--- src/rtl/core/ppp_pkg.sv ---
package ppp_pkg;

    localparam int IMG_WIDTH_DEF  = 640;
    localparam int IMG_HEIGHT_DEF = 480;

    // datapath widths
    localparam int RW    = 28;   // rotation coefficient, Q20
    localparam int RELW  = 33;   // point minus camera position
    localparam int PRODW = 61;   // coefficient times offset
    localparam int SUMW  = 64;
    localparam int CAMW  = 44;   // camera coordinate before range check
    localparam int FARW  = 36;   // far plane, Q18
    localparam int DENW  = 40;
    localparam int DIV_W = 56;
    localparam int DIV_Q = 16;

    localparam logic signed [35:0] Q28_ONE  = 36'sd268435456;
    localparam logic signed [36:0] NEAR_ONE = 37'sd65536;
    localparam logic [FARW-1:0]    FAR_DEF  = FARW'(5 * 262144);
    localparam logic [FARW-1:0]    FAR_MIN  = FARW'(13369);
    localparam logic [16:0]        NORM_ONE = 17'd32768;
    localparam logic [16:0]        DF_MIN   = 17'd3277;

    typedef enum logic [2:0] {
        REG_CAM_X  = 3'd0,
        REG_CAM_Y  = 3'd1,
        REG_CAM_Z  = 3'd2,
        REG_QUAT_W = 3'd3,
        REG_QUAT_X = 3'd4,
        REG_QUAT_Y = 3'd5,
        REG_QUAT_Z = 3'd6,
        REG_MAX_RANGE = 3'd7
    } reg_idx_t;

    typedef logic [RW-1:0] rcoef_t;

    typedef struct packed {
        rcoef_t [8:0]      r;       // r[row*3+col]
        logic              zero_q;
        logic [FARW-1:0]   far18;
        logic [DENW-1:0]   den;
        logic [31:0]       cpx;
        logic [31:0]       cpy;
        logic [31:0]       cpz;
    } cfg_t;

endpackage

--- src/rtl/core/ppp_div.sv ---
module ppp_div (
    input  logic                       aclk,
    input  logic                       ce,
    input  logic [ppp_pkg::DIV_W-1:0]  num_i,
    input  logic [ppp_pkg::DIV_W-1:0]  den_i,
    output logic [ppp_pkg::DIV_Q-1:0]  quo_o
);

    // restoring divider, one quotient bit per stage, MSB first
    logic [ppp_pkg::DIV_W-1:0] rem_reg [ppp_pkg::DIV_Q];
    logic [ppp_pkg::DIV_W-1:0] dvs_reg [ppp_pkg::DIV_Q];
    logic [ppp_pkg::DIV_Q-1:0] quo_reg [ppp_pkg::DIV_Q];

    for (genvar k = 0; k < ppp_pkg::DIV_Q; k++) begin : g_stage
        localparam int B = ppp_pkg::DIV_Q - 1 - k;
        logic [ppp_pkg::DIV_W-1:0] rem_in, dvs_in, trial, rem_next;
        logic [ppp_pkg::DIV_Q-1:0] quo_in, quo_next;

        if (k == 0) begin : g_first
            assign rem_in = num_i;
            assign dvs_in = den_i;
            assign quo_in = '0;
        end else begin : g_rest
            assign rem_in = rem_reg[k-1];
            assign dvs_in = dvs_reg[k-1];
            assign quo_in = quo_reg[k-1];
        end

        always_comb begin
            trial = dvs_in << B;
            if (rem_in >= trial) begin
                rem_next = rem_in - trial;
                quo_next = quo_in | (ppp_pkg::DIV_Q'(1) << B);
            end else begin
                rem_next = rem_in;
                quo_next = quo_in;
            end
        end

        always_ff @(posedge aclk) begin
            if (ce) begin
                rem_reg[k] <= rem_next;
                dvs_reg[k] <= dvs_in;
                quo_reg[k] <= quo_next;
            end
        end
    end

    assign quo_o = quo_reg[ppp_pkg::DIV_Q-1];

endmodule

--- config.mk ---
export PLATFORM = sky130hd
export DESIGN_NAME = ppp_div
export DESIGN_NICKNAME = d
export VERILOG_FILES = /design/src/rtl/core/ppp_pkg.sv /design/src/rtl/core/ppp_div.sv
export SDC_FILE = /design/constraint.sdc
export NUM_CORES = 2
export LEC_CHECK = 0
export BUFFER_PORTS_ARGS = -buffer_cell sky130_fd_sc_hd__buf_4
export CAP_MARGIN = 20
export CELL_PAD_IN_SITES_DETAIL_PLACEMENT = 2
export CELL_PAD_IN_SITES_GLOBAL_PLACEMENT = 2
export CORE_ASPECT_RATIO = 0.6
export CORE_UTILIZATION = 41
export DETAILED_ROUTE_END_ITERATION = 16
export PLACE_DENSITY = 0.8
export SETUP_SLACK_MARGIN = 0.1
export SLEW_MARGIN = 10
export SYNTH_ARGS = -nofsm -noshare
export SYNTH_HDL_FRONTEND = slang
export SYNTH_SLANG_ARGS = --single-unit
export TNS_END_PERCENT = 100
--- constraint.sdc ---
create_clock -name aclk -period 6.7 [get_ports aclk]
set_clock_uncertainty 0.1 [all_clocks]
set_input_delay 1.34 -clock aclk [delete_from_list [all_inputs] [get_ports aclk]]
set_output_delay 1.34 -clock aclk [all_outputs]
set_load 0.01 [all_outputs]
## Word level (Yosys, flattened, before mapping)

Memories as Yosys holds them, arrays and structs flattened.
Index checks and enable logic that the tools add are counted.
W data, S select, Z words.

- Flip-flop bits (word level): 0
- Bits in writable memories: 2,048
- Bits of input ports: 114
- Memories: 3

Memories:

| memory | words | width | rd ports | clocked after Yosys merged registers in | wr ports | RTL line | RTL |
|---|---|---|---|---|---|---|---|
| dvs_reg | 16 | 56 | 15 | 0 | 16 | ppp_div.sv:11 | `logic [ppp_pkg::DIV_W-1:0] dvs_reg [ppp_pkg::DIV_Q];` |
| rem_reg | 16 | 56 | 15 | 0 | 16 | ppp_div.sv:10 | `logic [ppp_pkg::DIV_W-1:0] rem_reg [ppp_pkg::DIV_Q];` |
| quo_reg | 16 | 16 | 16 | 0 | 16 | ppp_div.sv:12 | `logic [ppp_pkg::DIV_Q-1:0] quo_reg [ppp_pkg::DIV_Q];` |

- Add/subtract/negate cells: 16
- Magnitude comparators: 16
- Mux-type cells: 34

Operator list:

| cell | count |
|---|---|
| $ge A56 B56 Y1 | 16 |
| $mux W56 | 16 |
| $sub A56 B56 Y56 | 16 |
| $mux W16 | 1 |
| $mux W15 | 1 |
| $mux W14 | 1 |
| $mux W13 | 1 |
| $mux W12 | 1 |
| $mux W11 | 1 |
| $mux W10 | 1 |
| $mux W9 | 1 |
| $mux W8 | 1 |
| $mux W7 | 1 |
| $mux W6 | 1 |
| $mux W5 | 1 |
| $mux W4 | 1 |
| $mux W1 | 3 |
| $mux W3 | 1 |
| $mux W2 | 1 |

## Longest topological paths before layout

An unclocked memory read counts as a cell.

- Depth in word-level cells: 3
- Mapped depth: 17
- Depth with buffers taken out: 15

## Worst setup path before layout

OpenSTA, ideal clock, no wires.

- Path kind: input -> register
- Start: in den_i[8] in the netlist's numbering
- End: mem rem_reg[0][22] in the netlist's numbering (data pin)
- Library setup time: 260 ps
- Arrival time: 3,981 ps
- Required time: 6,340 ps
- Setup slack: 2,359 ps
- Stages on the path: 14
- Buffers on the path: 2
- Cells stage by stage: inv_1 ha_1 buf_2 and4_1 nand2_1 o22a_1 a21oi_1 o2bb2ai_1 o21ai_1 a211o_1 a211oi_2 nor2_1 buf_2 mux2_2

RTL lines:

| item | RTL line | RTL |
|---|---|---|
| start: declaration | ppp_div.sv:5 | `input logic [ppp_pkg::DIV_W-1:0] den_i,` |
| end: declaration | ppp_div.sv:10 |  |

==> flow_summary_export.csv <==
group,metric,value,unit
floorplanning,initial_core_util,41.3,%
clock_tree,path_clk_slew,0.07,ns
timing,maxSlewHeadroom,20.4,%
grt,grt_pass1_wl,537000,um
routing,first_pass_iters,5,
grt,antenna_found_initial,26,
synthesis,synth.top_cell.area_share,51.3,%
synthesis,synth_top_area_cell,"edfxtp_1",
routing,drtIter0Drc,6558,
grt,globalRouteMet1Util,42.0,%
timing,worst_slew_pin_slew,1.18,ns
final_layout,drive_gt1_share,8.12,%
synthesis,synth-main-ff-cell,"edfxtp_1",
final_layout,final_cells,13500,
clock_tree,cts_num_sinks,1816,
place,placed_cell_area,111000,um^2
grt,gr-usage-all-layers,26.7,%
routing,ant_nets,0,
critical_path,arrival,6.28,ns
synthesis,synth-async-reset-ratio,0,%
synthesis,synth_edf_count,1816,
place,dp.final_hpwl,274000,um
synthesis,yosysSeqAreaShare,51.3,%
clock_tree,postCtsSetupBuffers,0,
routing,wl_per_cell,26.5,um
critical_path,critical_path_class,"flop to flop",
synthesis,syn-instance-count,9801,
grt,grt_pass1_vias,83600,
grt,grt_use_met2,36.8,%
power_and_ir_drop,power_density,490,nW/um^2
clock_tree,clk_latency,0.90,ns
power_and_ir_drop,max-vdd-ir-drop,0.233,mV
synthesis,yosys-top-cells-area,"edfxtp_1 51%, ha_1 9.1%, a21oi_1 3.9%, o21ai_0 3.4%, inv_1 3.4%",
synthesis,syn-cell-area,106000,um^2
final_layout,syn2layout_area_growth,10.4,%
timing,setup_tns,0,ns
floorplanning,fp.coreArea,257000,um^2
critical_path,startpoint_type,"flop",
timing,max_freq,174,MHz
final_layout,fin_area,117000,um^2
critical_path,worstPathMaxFanout,89,
critical_path,path_cells,"inv_1, ha_1, inv_1, fa_1, a211oi_1, o21ai_0, o2111ai_1, o211ai_1, a21oi_1, buf_4, o21ai_1, a21oi_2, o21ai_1, a311oi_4, buf_12, mux2_2",
floorplanning,die_w,659,um
timing,rsz0062_at_grt,"false",
clock_tree,cts_root_buf,"clkbuf_16",
place,gp_congestion,0.972,
grt,busiest_layer,"met1",
timing,setup_viol,0,
clock_tree,cts_buffer_depth,4,
place,io_buffers,129,
synthesis,yosys_warnings,0,
floorplanning,top_level_ports,130,
floorplanning,die-area,261000,um^2
routing,via_per_inst,5.87,
final_layout,seqCellArea,54500,um^2
routing,vias,79000,
floorplanning,rows,144,
critical_path,worstSetupEndpointType,"flop",
routing,drcViolationCount,0,
clock_tree,cts_hold_buf,0,
place,dp.cells,13100,
clock_tree,cts_tree,"built",
final_layout,nFillCells,26300,
timing,period_needed,5.76,ns
critical_path,cp_top_family,"compound AO/OA/AOI/OAI gates",
timing,fin_crit_sh,86.0,%
critical_path,critical_path_required,7.22,ns
hold_path,worstHoldPathType,"flop to flop",
synthesis,synth.net_count,10700,
power_and_ir_drop,leakagePower,48.1,nW
synthesis,ys_types,98,
final_layout,fin_nets,10800,
clock_tree,cts_max_level,4,
routing,totalWireLength,356000,um
critical_path,cp_num_buf_inv,4,
synthesis,synth_seq_cells,1816,
grt,grt_max_degree,166,
critical_path,max_stage_delay,0.51,ns
synthesis,synth.avg_cell_area,10.8,um^2
clock_tree,post_cts_resized,0,
timing,final_max_slew_viol_count,0,
floorplanning,die_y,396,um
final_layout,final_core_util,45.6,%
clock_tree,cts_buffers,195,
critical_path,crit_path_top_delay_cell,"a211oi_1",
outcome,status,"finished, final reports clean",
final_layout,multiInputGateArea,46900,um^2
run,max-cap-violations,0,
grt,globalRouteOverflowTotal,0,
grt,grt_use_met3,6.94,%
timing,hold_violations,0,
## placed cells by master, fill, tap and decap left out, types with 82 or more instances in the layout
cell type,netlist,routed
a21o_1,452,451
a21oi_1,834,832
a31oi_1,86,86
and3_1,82,82
buf_4,10,198
clkbuf_16,0,198
edfxtp_1,1816,1816
ha_1,776,776
inv_1,949,949
mux2_2,240,240
nand2_1,821,821
nand2b_1,86,86
nand3_1,160,159
nand4_1,180,180
nor2_1,406,405
nor2b_1,111,111
nor3_1,95,90
o21a_1,88,88
o21ai_0,716,715
o21bai_1,117,117
xnor2_1,372,372
xor2_1,277,277
## path summary, 6_finish.rpt
check                           slack (ns)                         to                 startpoint  cells after the start
worst max-delay path                  0.94  rem_reg[1][285]$_DFFE_PP_  rem_reg[1][226]$_DFFE_PP_                     16
worst max register to register        0.94  rem_reg[1][285]$_DFFE_PP_  rem_reg[1][226]$_DFFE_PP_                     16
worst min-delay path                  0.29   quo_reg[5][27]$_DFFE_PP_   quo_reg[5][11]$_DFFE_PP_                      0
worst min register to register        0.29   quo_reg[5][27]$_DFFE_PP_   quo_reg[5][11]$_DFFE_PP_                      0
## metal layers
layer  vias up  wire length (um)
li1      36100                 -
met1     40600            182000
met2      1880            140000
met3       339             28600
met4        12              4520
met5         -               234
## cell type report
class | instances | share of cell area (%)
inverters | 951 | 3.04
multi-input cells | 6682 | 40.0
flip-flops and latches | 1816 | 46.5
clock inverters | 104 | 0.795
well taps | 3431 | 3.66
diodes | 3 | 0.00640
clock buffers | 237 | 4.35
repair buffers | 227 | 1.68
## power breakdown
group / internal (W) / switching, W
Clock: 0.00604 / 0.00487
Combinational: 0.0106 / 0.0180
Sequential: 0.0164 / 0.00161
## cell usage after synthesis (all sizes together) (17+ instances only)
| cell type | instances |
|---|---|
| a211oi | 55 |
| o31a | 25 |
| nor2b | 111 |
| and3 | 82 |
| o31ai | 60 |
| a41oi | 25 |
| mux2i | 17 |
| nand2 | 821 |
| o211ai | 39 |
| inv | 951 |
| edfxtp | 1816 |
| o21a | 89 |
| nor3 | 96 |
| o21ai | 757 |
| o21bai | 117 |
| nand2b | 86 |
| ha | 776 |
| buf | 94 |
| and2 | 40 |
| a31oi | 87 |
| mux2 | 280 |
| a21oi | 836 |
| or3 | 26 |
| nand4 | 180 |
| o41ai | 19 |
| xnor2 | 372 |
| nor4 | 46 |
| a221oi | 31 |
| o2111ai | 19 |
| and4 | 25 |
| nand3 | 160 |
| a21o | 452 |
| nor2 | 406 |
| a21boi | 23 |
| xor2 | 277 |
| clkbuf | 258 |
| a211o | 21 |
## kinds of logic after synthesis
group | after synthesis | synth area share (%)
adders and majority gates | 791 | 9.42
xor gates and xnor gates | 649 | 5.35
muxes | 297 | 3.13
AOI/OAI and AO/OA | 2793 | 16.4
and+or+nand+nor | 2152 | 9.65
DFF | 1816 | 51.3
buffers and inverters | 1303 | 4.74
## stage by stage
stage          total power (W)  worst slack [ns]  hold slack (ns)
3_3_place_gp            0.0440              1.14            0.300
3_5_place_dp            0.0458              1.02            0.305
6_report                0.0575             0.941            0.291
4_1_cts                 0.0573              1.03            0.304
2_1_floorplan           0.0365              2.36            0.300
5_1_grt                 0.0608             0.719            0.316
Note: power is estimated with default switching activity, not from simulation.
